**src/rtl/hdp_pkg.sv**
```systemverilog
// Shared types, constants and helpers for the pruned Hellinger distance block.
// Used by hdp_sqrt and hellinger_distance_pruned; depends on nothing else.

package hdp_pkg;

   localparam int CFG_W = 13;
   localparam int IN_W = 16;
   localparam int THR_W = 22;
   localparam int DIST_W = 23;
   localparam int SUM_W = 44;
   localparam int FRAC_SHIFT = 16;
   localparam int GROUP_BITS = 2;
   localparam int FIN_IT = SUM_W / 2;
   localparam int MAX_DIMENSIONS = 4096;
   localparam int DIM_RESET = 4;
   localparam int ELEMENT_BITS_DEFAULT = 16;

   typedef enum logic [2:0] {
      ST_IDLE,
      ST_ROOT,
      ST_DIFF,
      ST_SQUARE,
      ST_ACCUM,
      ST_TEST,
      ST_FINAL,
      ST_EMIT
   } state_type;

   typedef struct packed {
      logic load;
      logic step;
   } sqrt_ctl_type;

   // Zero acts as one element, and counts above the limit saturate.
   function automatic logic [CFG_W-1:0] eff_dims(input logic [CFG_W-1:0] value);
      logic [CFG_W-1:0] d;
      d = value;
      if (d == '0) begin
         d = CFG_W'(1);
      end
      if (int'(d) > MAX_DIMENSIONS) begin
         d = CFG_W'(MAX_DIMENSIONS);
      end
      return d;
   endfunction

endpackage

```
**src/rtl/hellinger_distance_pruned.sv**
```systemverilog
// Top level of the pruned Hellinger distance block: control, accumulator and output register.
// Depends on hdp_pkg and two hdp_sqrt root units.

// Each item carries one element pair; the block takes square roots of both elements in
// Q8.8 with two root units side by side, adds the squared difference to a Q28.16 sum,
// and after every full group of four elements compares the sum with twice the squared
// threshold. An item is accepted, then goes through the root iterations, one per two
// radicand bits (set by the root units), then difference, square, accumulate and test.
// Once a vector is pruned each further item goes from acceptance straight to the test.
// The last item of a vector adds a root of half the sum in the left unit, skipped if the
// vector was pruned, and then loads the output register, waiting while an earlier
// result is still stalled there.
// A result waits in the output register while the next vector's items are accepted.

module hellinger_distance_pruned #(
   parameter int ELEMENT_BITS = hdp_pkg::ELEMENT_BITS_DEFAULT
) (
   input  logic                        clock,
   input  logic                        reset,
   input  logic                        req_valid,
   output logic                        req_stall,
   input  logic [hdp_pkg::IN_W-1:0]    req_left_value,
   input  logic [hdp_pkg::IN_W-1:0]    req_right_value,
   input  logic [hdp_pkg::THR_W-1:0]   req_prune_threshold,
   output logic                        rsp_valid,
   input  logic                        rsp_stall,
   output logic [hdp_pkg::DIST_W-1:0]  rsp_distance,
   output logic                        rsp_pruned,
   input  logic                        csr_valid,
   output logic                        csr_ready,
   input  logic [hdp_pkg::CFG_W-1:0]   csr_dimension_count
);

   localparam int OPW = ELEMENT_BITS < hdp_pkg::IN_W ? ELEMENT_BITS : hdp_pkg::IN_W;
   localparam int E_IT = (OPW + hdp_pkg::FRAC_SHIFT + 1) / 2;
   localparam int ER_W = 2 * E_IT;
   localparam int RT_W = E_IT > hdp_pkg::FIN_IT ? E_IT : hdp_pkg::FIN_IT;
   localparam int RAD_W = 2 * RT_W;
   localparam int MOP = E_IT > hdp_pkg::THR_W ? E_IT : hdp_pkg::THR_W;
   localparam int PROD_W = 2 * MOP;
   localparam int CMP_W = hdp_pkg::SUM_W > PROD_W + 1 ? hdp_pkg::SUM_W : PROD_W + 1;
   localparam int CNT_W = $clog2(RT_W);
   localparam int SUM_W = hdp_pkg::SUM_W;
   localparam int CFG_W = hdp_pkg::CFG_W;

   hdp_pkg::state_type state_ff, state_in;
   logic [CFG_W-1:0]          dims_ff, dims_in;
   logic [CFG_W-1:0]          idx_ff, idx_in;
   logic [SUM_W-1:0]          sum_ff, sum_in;
   logic                      pruned_ff, pruned_in;
   logic [hdp_pkg::THR_W-1:0] thr_ff, thr_in;
   logic [E_IT-1:0]           diff_ff, diff_in;
   logic [PROD_W-1:0]         prod_ff, prod_in;
   logic [CNT_W-1:0]          cnt_ff, cnt_in;
   logic                      rsp_valid_ff, rsp_valid_in;
   logic [hdp_pkg::DIST_W-1:0] rsp_distance_ff, rsp_distance_in;
   logic                      rsp_pruned_ff, rsp_pruned_in;

   hdp_pkg::sqrt_ctl_type l_ctl, r_ctl;
   logic [RAD_W-1:0] l_rad, r_rad;
   logic [RT_W-1:0]  l_root, r_root;
   logic [ER_W-1:0]  l_elem, r_elem;
   logic             req_take, csr_take, emit_go;
   logic [CFG_W-1:0] pos;
   logic             fire, last, pruned_next, start_final;
   logic [MOP-1:0]   mul_op;
   logic [PROD_W-1:0] mul_p;
   logic [SUM_W:0]   sum_wide;

   hdp_sqrt #(.RT_W(RT_W)) u_sqrt_left (
      .clock    (clock),
      .ctl      (l_ctl),
      .radicand (l_rad),
      .root     (l_root)
   );

   hdp_sqrt #(.RT_W(RT_W)) u_sqrt_right (
      .clock    (clock),
      .ctl      (r_ctl),
      .radicand (r_rad),
      .root     (r_root)
   );

   assign req_take = req_valid && !req_stall;
   assign csr_take = csr_valid && csr_ready;
   assign emit_go = (state_ff == hdp_pkg::ST_EMIT) && (!rsp_valid_ff || !rsp_stall);
   assign pos = idx_ff + CFG_W'(1);
   assign last = pos >= dims_ff;
   assign fire = !pruned_ff && (pos[hdp_pkg::GROUP_BITS-1:0] == '0) && (pos <= dims_ff)
                 && (CMP_W'(sum_ff) > CMP_W'({prod_ff, 1'b0}));
   assign pruned_next = pruned_ff || fire;
   assign start_final = (state_ff == hdp_pkg::ST_TEST) && last && !pruned_next;

   assign l_elem = ER_W'({req_left_value[OPW-1:0], hdp_pkg::FRAC_SHIFT'(0)});
   assign r_elem = ER_W'({req_right_value[OPW-1:0], hdp_pkg::FRAC_SHIFT'(0)});
   assign sum_wide = {1'b0, sum_ff} + (SUM_W + 1)'(prod_ff);
   assign mul_p = PROD_W'(mul_op) * PROD_W'(mul_op);

   always_comb begin
      state_in = state_ff;
      case (state_ff)
         hdp_pkg::ST_IDLE: begin
            if (req_take) begin
               state_in = pruned_ff ? hdp_pkg::ST_TEST : hdp_pkg::ST_ROOT;
            end
         end
         hdp_pkg::ST_ROOT: begin
            if (cnt_ff == '0) begin
               state_in = hdp_pkg::ST_DIFF;
            end
         end
         hdp_pkg::ST_DIFF: state_in = hdp_pkg::ST_SQUARE;
         hdp_pkg::ST_SQUARE: state_in = hdp_pkg::ST_ACCUM;
         hdp_pkg::ST_ACCUM: state_in = hdp_pkg::ST_TEST;
         hdp_pkg::ST_TEST: begin
            if (!last) begin
               state_in = hdp_pkg::ST_IDLE;
            end else if (pruned_next) begin
               state_in = hdp_pkg::ST_EMIT;
            end else begin
               state_in = hdp_pkg::ST_FINAL;
            end
         end
         hdp_pkg::ST_FINAL: begin
            if (cnt_ff == '0) begin
               state_in = hdp_pkg::ST_EMIT;
            end
         end
         hdp_pkg::ST_EMIT: begin
            if (emit_go) begin
               state_in = hdp_pkg::ST_IDLE;
            end
         end
         default: state_in = hdp_pkg::ST_IDLE;
      endcase
   end

   always_comb begin
      req_stall = (state_ff != hdp_pkg::ST_IDLE) || csr_valid;
      csr_ready = state_ff == hdp_pkg::ST_IDLE;
      r_ctl.load = req_take && !pruned_ff;
      r_ctl.step = state_ff == hdp_pkg::ST_ROOT;
      l_ctl.load = (req_take && !pruned_ff) || start_final;
      l_ctl.step = (state_ff == hdp_pkg::ST_ROOT) || (state_ff == hdp_pkg::ST_FINAL);
      r_rad = RAD_W'(r_elem) << (RAD_W - ER_W);
      if (state_ff == hdp_pkg::ST_IDLE) begin
         l_rad = RAD_W'(l_elem) << (RAD_W - ER_W);
      end else begin
         l_rad = RAD_W'({1'b0, sum_ff[SUM_W-1:1]}) << (RAD_W - SUM_W);
      end
      if (state_ff == hdp_pkg::ST_ACCUM) begin
         mul_op = MOP'(thr_ff);
      end else begin
         mul_op = MOP'(diff_ff);
      end
   end

   always_comb begin
      dims_in = dims_ff;
      idx_in = idx_ff;
      sum_in = sum_ff;
      pruned_in = pruned_ff;
      thr_in = thr_ff;
      diff_in = diff_ff;
      prod_in = prod_ff;
      cnt_in = cnt_ff;
      rsp_valid_in = rsp_valid_ff && rsp_stall;
      rsp_distance_in = rsp_distance_ff;
      rsp_pruned_in = rsp_pruned_ff;
      if (csr_take) begin
         dims_in = hdp_pkg::eff_dims(csr_dimension_count);
         idx_in = '0;
         sum_in = '0;
         pruned_in = 1'b0;
      end
      if (req_take) begin
         cnt_in = CNT_W'(E_IT - 1);
         if (idx_ff == '0) begin
            thr_in = req_prune_threshold;
         end
      end
      if ((state_ff == hdp_pkg::ST_ROOT) || (state_ff == hdp_pkg::ST_FINAL)) begin
         cnt_in = cnt_ff - CNT_W'(1);
      end
      if (state_ff == hdp_pkg::ST_DIFF) begin
         diff_in = (l_root[E_IT-1:0] >= r_root[E_IT-1:0]) ?
                   l_root[E_IT-1:0] - r_root[E_IT-1:0] :
                   r_root[E_IT-1:0] - l_root[E_IT-1:0];
      end
      if ((state_ff == hdp_pkg::ST_SQUARE) || (state_ff == hdp_pkg::ST_ACCUM)) begin
         prod_in = mul_p;
      end
      if (state_ff == hdp_pkg::ST_ACCUM) begin
         sum_in = sum_wide[SUM_W] ? '1 : sum_wide[SUM_W-1:0];
      end
      if (state_ff == hdp_pkg::ST_TEST) begin
         pruned_in = pruned_next;
         if (!last) begin
            idx_in = pos;
         end
      end
      if (start_final) begin
         cnt_in = CNT_W'(hdp_pkg::FIN_IT - 1);
      end
      if (emit_go) begin
         rsp_valid_in = 1'b1;
         rsp_pruned_in = pruned_ff;
         rsp_distance_in = pruned_ff ? {thr_ff, 1'b0} : hdp_pkg::DIST_W'(l_root);
         idx_in = '0;
         sum_in = '0;
         pruned_in = 1'b0;
      end
   end

   always_ff @(posedge clock) begin
      if (reset) begin
         state_ff <= hdp_pkg::ST_IDLE;
         dims_ff <= hdp_pkg::eff_dims(CFG_W'(hdp_pkg::DIM_RESET));
         idx_ff <= '0;
         sum_ff <= '0;
         pruned_ff <= 1'b0;
         thr_ff <= '0;
         cnt_ff <= '0;
         rsp_valid_ff <= 1'b0;
      end else begin
         state_ff <= state_in;
         dims_ff <= dims_in;
         idx_ff <= idx_in;
         sum_ff <= sum_in;
         pruned_ff <= pruned_in;
         thr_ff <= thr_in;
         cnt_ff <= cnt_in;
         rsp_valid_ff <= rsp_valid_in;
      end
   end

   always_ff @(posedge clock) begin
      diff_ff <= diff_in;
      prod_ff <= prod_in;
      rsp_distance_ff <= rsp_distance_in;
      rsp_pruned_ff <= rsp_pruned_in;
   end

   assign rsp_valid = rsp_valid_ff;
   assign rsp_distance = rsp_distance_ff;
   assign rsp_pruned = rsp_pruned_ff;

`ifndef SYNTHESIS
   a_index_in_vector: assert property (@(posedge clock) disable iff (reset)
      idx_ff < dims_ff)
      else $error("element index reached the vector length");

   a_emit_fills_output: assert property (@(posedge clock) disable iff (reset)
      emit_go |=> rsp_valid_ff)
      else $error("result load did not fill the output register");

   a_sum_frozen_when_pruned: assert property (@(posedge clock) disable iff (reset)
      (pruned_ff && !emit_go && !csr_take) |=> $stable(sum_ff))
      else $error("sum changed after the vector was pruned");

   a_root_count_bounded: assert property (@(posedge clock) disable iff (reset)
      (state_ff == hdp_pkg::ST_ROOT) |-> (int'(cnt_ff) < E_IT))
      else $error("root iteration count out of range");
`endif

endmodule

```
**src/rtl/hdp_sqrt.sv**
```systemverilog
// Digit-serial integer square root, two radicand bits per step.
// Depends on hdp_pkg for the control struct.

module hdp_sqrt #(
   parameter int RT_W = hdp_pkg::FIN_IT
) (
   input  logic                 clock,
   input  hdp_pkg::sqrt_ctl_type ctl,
   input  logic [2*RT_W-1:0]    radicand,
   output logic [RT_W-1:0]      root
);

   localparam int RAD_W = 2 * RT_W;
   localparam int REM_W = RT_W + 2;

   logic [RAD_W-1:0] rad_ff, rad_in;
   logic [REM_W-1:0] rem_ff, rem_in;
   logic [RT_W-1:0]  root_ff, root_in;
   logic [REM_W-1:0] rem_shift;
   logic [REM_W-1:0] trial;
   logic             fit;

   assign rem_shift = {rem_ff[REM_W-3:0], rad_ff[RAD_W-1 -: 2]};
   assign trial = {root_ff, 2'b01};
   assign fit = rem_shift >= trial;

   always_comb begin
      rad_in = rad_ff;
      rem_in = rem_ff;
      root_in = root_ff;
      if (ctl.load) begin
         rad_in = radicand;
         rem_in = '0;
         root_in = '0;
      end else if (ctl.step) begin
         rad_in = {rad_ff[RAD_W-3:0], 2'b00};
         rem_in = fit ? rem_shift - trial : rem_shift;
         root_in = {root_ff[RT_W-2:0], fit};
      end
   end

   always_ff @(posedge clock) begin
      rad_ff <= rad_in;
      rem_ff <= rem_in;
      root_ff <= root_in;
   end

   assign root = root_ff;

endmodule
```
**config.mk**
```make
export PLATFORM = sky130hd
export DESIGN_NAME = hellinger_distance_pruned
export DESIGN_NICKNAME = d
export VERILOG_FILES = /design/src/rtl/hdp_pkg.sv /design/src/rtl/hellinger_distance_pruned.sv /design/src/rtl/hdp_sqrt.sv
export SDC_FILE = /design/constraint.sdc
export NUM_CORES = 2
export LEC_CHECK = 0
export ABC_AREA = 1
export BUFFER_PORTS_ARGS = -buffer_cell sky130_fd_sc_hd__buf_2
export CORE_MARGIN = 5
export CORE_UTILIZATION = 55
export CTS_CLUSTER_DIAMETER = 150
export DETAILED_ROUTE_END_ITERATION = 16
export GPL_ROUTABILITY_DRIVEN = 0
export PLACE_DENSITY = 0.83
export SETUP_SLACK_MARGIN = 0.15
export SYNTH_ARGS = -nofsm -noshare
export SYNTH_HDL_FRONTEND = slang
export SYNTH_HIERARCHICAL = 1
export SYNTH_SLANG_ARGS = --single-unit
```
**constraint.sdc**
```tcl
create_clock -name clock -period 13.75 [get_ports clock]
set_clock_uncertainty 0.1 [all_clocks]
set_input_delay 1.375 -clock clock [delete_from_list [all_inputs] [get_ports clock]]
set_output_delay 1.375 -clock clock [all_outputs]
set_load 0.1 [all_outputs]
```
# Word level (Yosys, flattened, before mapping)
# Cells that the tools add are included.
[word_totals]
mem_bits_rw = 0
output_inout_bits = 27
latchBits = 0
word_cells = 117
rom_bits = 0
regBits = 334
input_bits = 72
n_memories = 0
[op_classes]
multipliers = 1
add_sub_neg = 7
n_lt_le_gt_ge = 7
div_mod_pow = 0
n_eq_ne = 11
n_mux = 33
n_reduce_logical = 37
bitwise_logic = 0
shifts = 0
[ops]
columns = ["cell", "n"]
rows = [
  ["$mux W44", 8],
  ["$mux W22", 4],
  ["$mux W13", 6],
  ["$ge A24 B24 Y1", 2],
  ["$add A44 B44 Y45", 1],
  ["$gt A44 B45 Y1", 1],
  ["$mul A22 B22 Y44", 1],
  ["$sub A22 B22 Y22", 2],
  ["$sub A16 B16 Y16", 2],
  ["$logic_not A13 Y1", 2],
  ["$pmux W3 S8", 1],
  ["$mux W3", 6],
  ["$ge A16 B16 Y1", 1],
  ["$mux W16", 1],
  ["$mux W5", 3],
  ["$add A13 B1 Y13 const B", 1],
  ["$ge A13 B13 Y1", 1],
  ["$gt A13 B13 Y1 const B", 1],
  ["$le A13 B13 Y1", 1],
  ["$eq A3 B3 Y1 const B", 4],
  ["$logic_and A1 B1 Y1", 10],
  ["$reduce_bool A2 Y1", 5],
  ["$eq A3 B2 Y1 const B", 2],
  ["$logic_or A1 B1 Y1", 6],
  ["other kinds (13)", 24],
]

# Logic depth before layout (Yosys ltp)
[logic_depth]
depth_word = 10
mapped_depth = 37
depth_no_buf = 36

# Cells and area by module
# The synthesis kept the hierarchy.
[by_module_without_submodules]
columns = ["module", "seq_area_each_um2", "area_per_inst_um2", "cells_each", "n_inst"]
rows = [
  ["hellinger_distance_pruned", 4534.3, 29183.0, 3925, 1],
  ["hdp_sqrt", 2202.1, 5089.9, 723, 2],
]

# Least setup slack after synthesis
# Ideal clock, no wire load.
[synth_timing]
path_kind = "register -> register"
startpoint = "reg state_ff[1]"
endpoint = "reg prod_ff[29], data pin"
n_path_buf = 3
period_less_slack_ns = 6.896
required_ns = 13.398
setup_ns = 0.252
setup_slack_ns = 6.854
path_stages_with_launch = 35
arrival_time_ns = 6.543
cell_sequence = "dfxtp_1 -> nor2_2 -> nand2_4 -> buf_6 -> buf_6 -> nand2_1 -> o21a_1 -> buf_2 -> nor2_1 -> fa_1 -> inv_1 -> fa_1 -> inv_1 -> fa_1 -> fa_1 -> inv_1 -> fa_1 -> inv_1 -> fa_1 -> inv_1 -> fa_1 -> inv_1 -> ha_1 -> nand2_1 -> nor2_1 -> inv_1 -> nor2_1 -> and3_1 -> nand2_1 -> nand3_1 -> nand2_1 -> nand2_1 -> nand2_1 -> nand3_1 -> nand2_1"
[synth_between]
elab_chain_cells = 3
[synth_lines]
columns = ["item", "line_no", "text"]
rows = [
  ["start: declaration", "hellinger_distance_pruned.sv:46", "hdp_pkg::state_type state_ff, state_in;"],
  ["start signal: assignment", "hellinger_distance_pruned.sv:217", "state_ff <= hdp_pkg::ST_IDLE;"],
  ["start signal: assignment", "hellinger_distance_pruned.sv:226", "state_ff <= state_in;"],
  ["$eq A3 B3 Y1", "hellinger_distance_pruned.sv:151", "if (state_ff == hdp_pkg::ST_ACCUM) begin"],
  ["$mux W22", "hellinger_distance_pruned.sv:151", ""],
  ["$mul A22 B22 Y44", "hellinger_distance_pruned.sv:97", "assign mul_p = PROD_W'(mul_op) * PROD_W'(mul_op);"],
  ["named net mul_p[29]", "hellinger_distance_pruned.sv:67", "logic [PROD_W-1:0] mul_p;"],
  ["end signal: assignment", "hellinger_distance_pruned.sv:239", "prod_ff <= prod_in;"],
  ["end: declaration", "hellinger_distance_pruned.sv:53", "logic [PROD_W-1:0] prod_ff, prod_in;"],
]
# The timed path passes the listed nets, and every way through them passes these cells.
# A chain may end at the register's enable or synchronous reset.

# Worst setup path after layout
[layout_timing]
startpoint = "reg state_ff[0]"
endpoint = "reg prod_ff[24], data pin"
# Same word-level chain as after synthesis.

==> impl_metrics.csv <==
group,metric,value,unit
timing,maxSlewViolCount,0,
drt,vias,35360,
cells_and_area,stdcell_count,6422,
die,dieArea,77020,um^2
cells_and_area,syn_to_final_growth,6.659,%
die,initial_utilization,55.25,%
logic_synthesis,seq_area_frac_synth,22.71,%
placed_design,dp_cells,6348,
timing,rsz0062_at_grt,"false",
placed_design,hpwlAfterDp,86740,um
critical_path,required,13930,ps
critical_path,crit_path_start_kind,"flip-flop",
die,core,71240,um^2
placed_design,numPortBuffers,98,
logic_synthesis,ys_warn_count,6,
run_status,status,"finished, final reports clean",
logic_synthesis,synth_ff_type,"dfxtp_1",
timing,hold_violations,0,
drt,drtAntennaViolNets,0,
grt,grt_pass1_vias,34980,
cts,cts_buffers,40,
critical_path,path_depth,29,
drt,drt_first_iter_violations,3302,
logic_synthesis,synthesis.area,39360,um^2
critical_path,critPathMaxFanout,54,
placed_design,pre_cts_slack,5209,ps
cts,clk_pin_slew_worst_paths,60,ps
die,rows,98,
critical_path,crit_type,"reg -> reg",
logic_synthesis,async_flop_share,0,%
logic_synthesis,synth_area_leaders,"fa_1 (17%), nand2_1 (15%), edfxtp_1 (13%)",
logic_synthesis,ys_ff_latch,361,
die,die-width,277.5,um
critical_path,cpPeakStageDelay,640,ps
cells_and_area,final_layout_size_suffix_gt1_share,6.708,%
cts,cts_root_buf,"clkbuf_16",
critical_path,reg2reg_depth,29,
timing,setup_viol,0,
critical_path,crit_family,"adder cells",
cts,cts.path.max_buffers,3,
drt,firstDrtPassIters,8,
logic_synthesis,yosys.area.top_type,"fa_1",
logic_synthesis,synth_edf_count,171,
cells_and_area,fin_nets,6200,
job,cap_violations,0,
cts,post_cts_resized,0,
grt,gr-total-overflow,0,
cts,cts_setup_buffers,0,
grt,grt_use_total,27.86,%
timing,tns,0,ps
cts,cts-htree-levels,2,
logic_synthesis,netlist.area_leader.share,17.50,%
grt,grt_pass1_wl,176900,um
critical_path,cp.arrival,8940,ps
drt,vias_per_cell,5.506,
timing,fmaxAchievable,0.1142,GHz
die,die_h,277.5,um
critical_path,path_buf_inv,8,
hold_path,worstHoldPathCells,2,
cts,cts.sinks,361,
logic_synthesis,yosysUniqueCellTypes,65,
hold_path,hp-class,"reg -> reg",
timing,fin_crit,8759,ps
cts,cts_tree,"done",
timing,timing.final.crit_share,63.70,%
logic_synthesis,netlist_instances,5371,
cts,cts_hold_buf,0,
die,io_pins,99,
drt,wl_per_cell,17.02,um
timing,layout_setup_ws,4991,ps
cts,clk_latency,580,ps
cells_and_area,final_core_util,58.93,%
timing,worst_slew_pin_slew,1217,ps
critical_path,endpoint_kind,"flip-flop",
cells_and_area,fill_cells,6249,
drt,wl,109300,um
critical_path,crit_path_top_delay_cell,"inv_4",
logic_synthesis,syn_avg_cell_area,7.329,um^2
grt,antenna_found_initial,2,
drt,drc,0,
timing,slew_headroom,18.56,%
grt,grt_max_degree,67,
## worst reg2reg max path, delay by kind of cell, from the launching register on
family	cells	cell delay (ps)
AOI/OAI and AO/OA	3	610
xor gates and xnor gates	1	220
adders and majority gates	8	3920
buffers and inverters	8	1380
DFF	1	390
and+or+nand+nor	9	1830
## sequential cells by signal, summed over array words and instances (netlist names)
| name | flops |
|---|---|
| u_sqrt_right/root | 22 |
| u_sqrt_left/rem_ff | 22 |
| rsp_distance | 23 |
| u_sqrt_right/rad_ff | 44 |
| rsp_pruned | 1 |
| pruned_ff | 1 |
| u_sqrt_left/root | 22 |
| u_sqrt_right/rem_ff | 22 |
| rsp_valid | 1 |
| diff_ff | 16 |
| state_ff | 3 |
| thr_ff | 22 |
| prod_ff | 43 |
| idx_ff | 13 |
| u_sqrt_left/rad_ff | 44 |
| dims_ff | 13 |
| sum_ff | 44 |
| cnt_ff | 5 |
## cell type report
type | instances | area [um^2] | share of cell area (%)
multi-input cells | 3818 | 25710 | 61.23
flip-flops and latches | 361 | 8939 | 21.29
inverters | 1102 | 4139 | 9.858
well taps | 950 | 1189 | 2.831
clock buffers | 52 | 1140 | 2.715
repair buffers | 117 | 633.1 | 1.508
clock inverters | 21 | 234.0 | 0.5573
diodes | 1 | 2.502 | 0.005960
## cells by family after synthesis
logic type | count (synthesis) | share of synthesized area, %
and+or+nand+nor | 2423 | 25.66
DFF | 361 | 22.71
buffers and inverters | 1219 | 12.29
other | 1 | 0.009527
adders and majority gates | 688 | 28.43
xor gates and xnor gates | 124 | 2.778
AOI/OAI and AO/OA | 554 | 8.093
muxes | 1 | 0.02543
## cells in the final DEF, fill, tap and decap left out, drive strengths merged, types with 4 or more instances in the layout
cell type and instances:
a21o 15, dfxtp 190, nand3b 4, ha 344, nor2 503, xor2 95, o21bai 26, inv 1106
o21a 13, clkbuf 52, nand4 55, clkinv 12, and3 4, nor3 39, o21ai 163, nor4 11
nand3 202, buf 117, xnor2 29, conb 28, fa 344, edfxtp 171, a31oi 12, and2 10
a21oi 271, nand2 1589, o22ai 44
## synthesized netlist by cell type, types with 30 or more instances
master,instances
nand2_1,1557
inv_1,1076
nor2_1,446
fa_1,344
ha_1,344
a21oi_1,245
dfxtp_1,190
nand3_1,182
edfxtp_1,171
o21ai_0,134
xor2_1,95
clkbuf_1,54
nand4_1,53
nor2_2,45
o22ai_1,44
nor3_1,34
nand2_2,30
## layer usage
metal  global-route usage, %  vias up  share of wire, %
li1                        -    16690                 -
met2                   46.05     1845                46
met5                       0        -             0.016
met4                   11.56        2               5.1
met3                   5.858      393                10
met1                   35.77    16430                39
## per-stage QoR
step	hold slack, ps	area, um^2
after floorplan	306.4	39460
after global placement	340.8	40610
after detailed placement	351.1	40610
after CTS	364.5	41980
after global routing	385.7	41980
final	359.6	41980
## path summary, 6_finish.rpt
kind | from | to | slack [ps]
hold / removal | u_sqrt_right/rem_ff[21] | u_sqrt_right/rem_ff[21] | 360
hold reg to reg | u_sqrt_right/rem_ff[21] | u_sqrt_right/rem_ff[21] | 360
setup / recovery | state_ff[0] | prod_ff[24] | 4990
setup reg to reg | state_ff[0] | prod_ff[24] | 4990
Power is not shown: default switching activity piles up to over one toggle a cycle in this logic, so the estimate is an artifact.
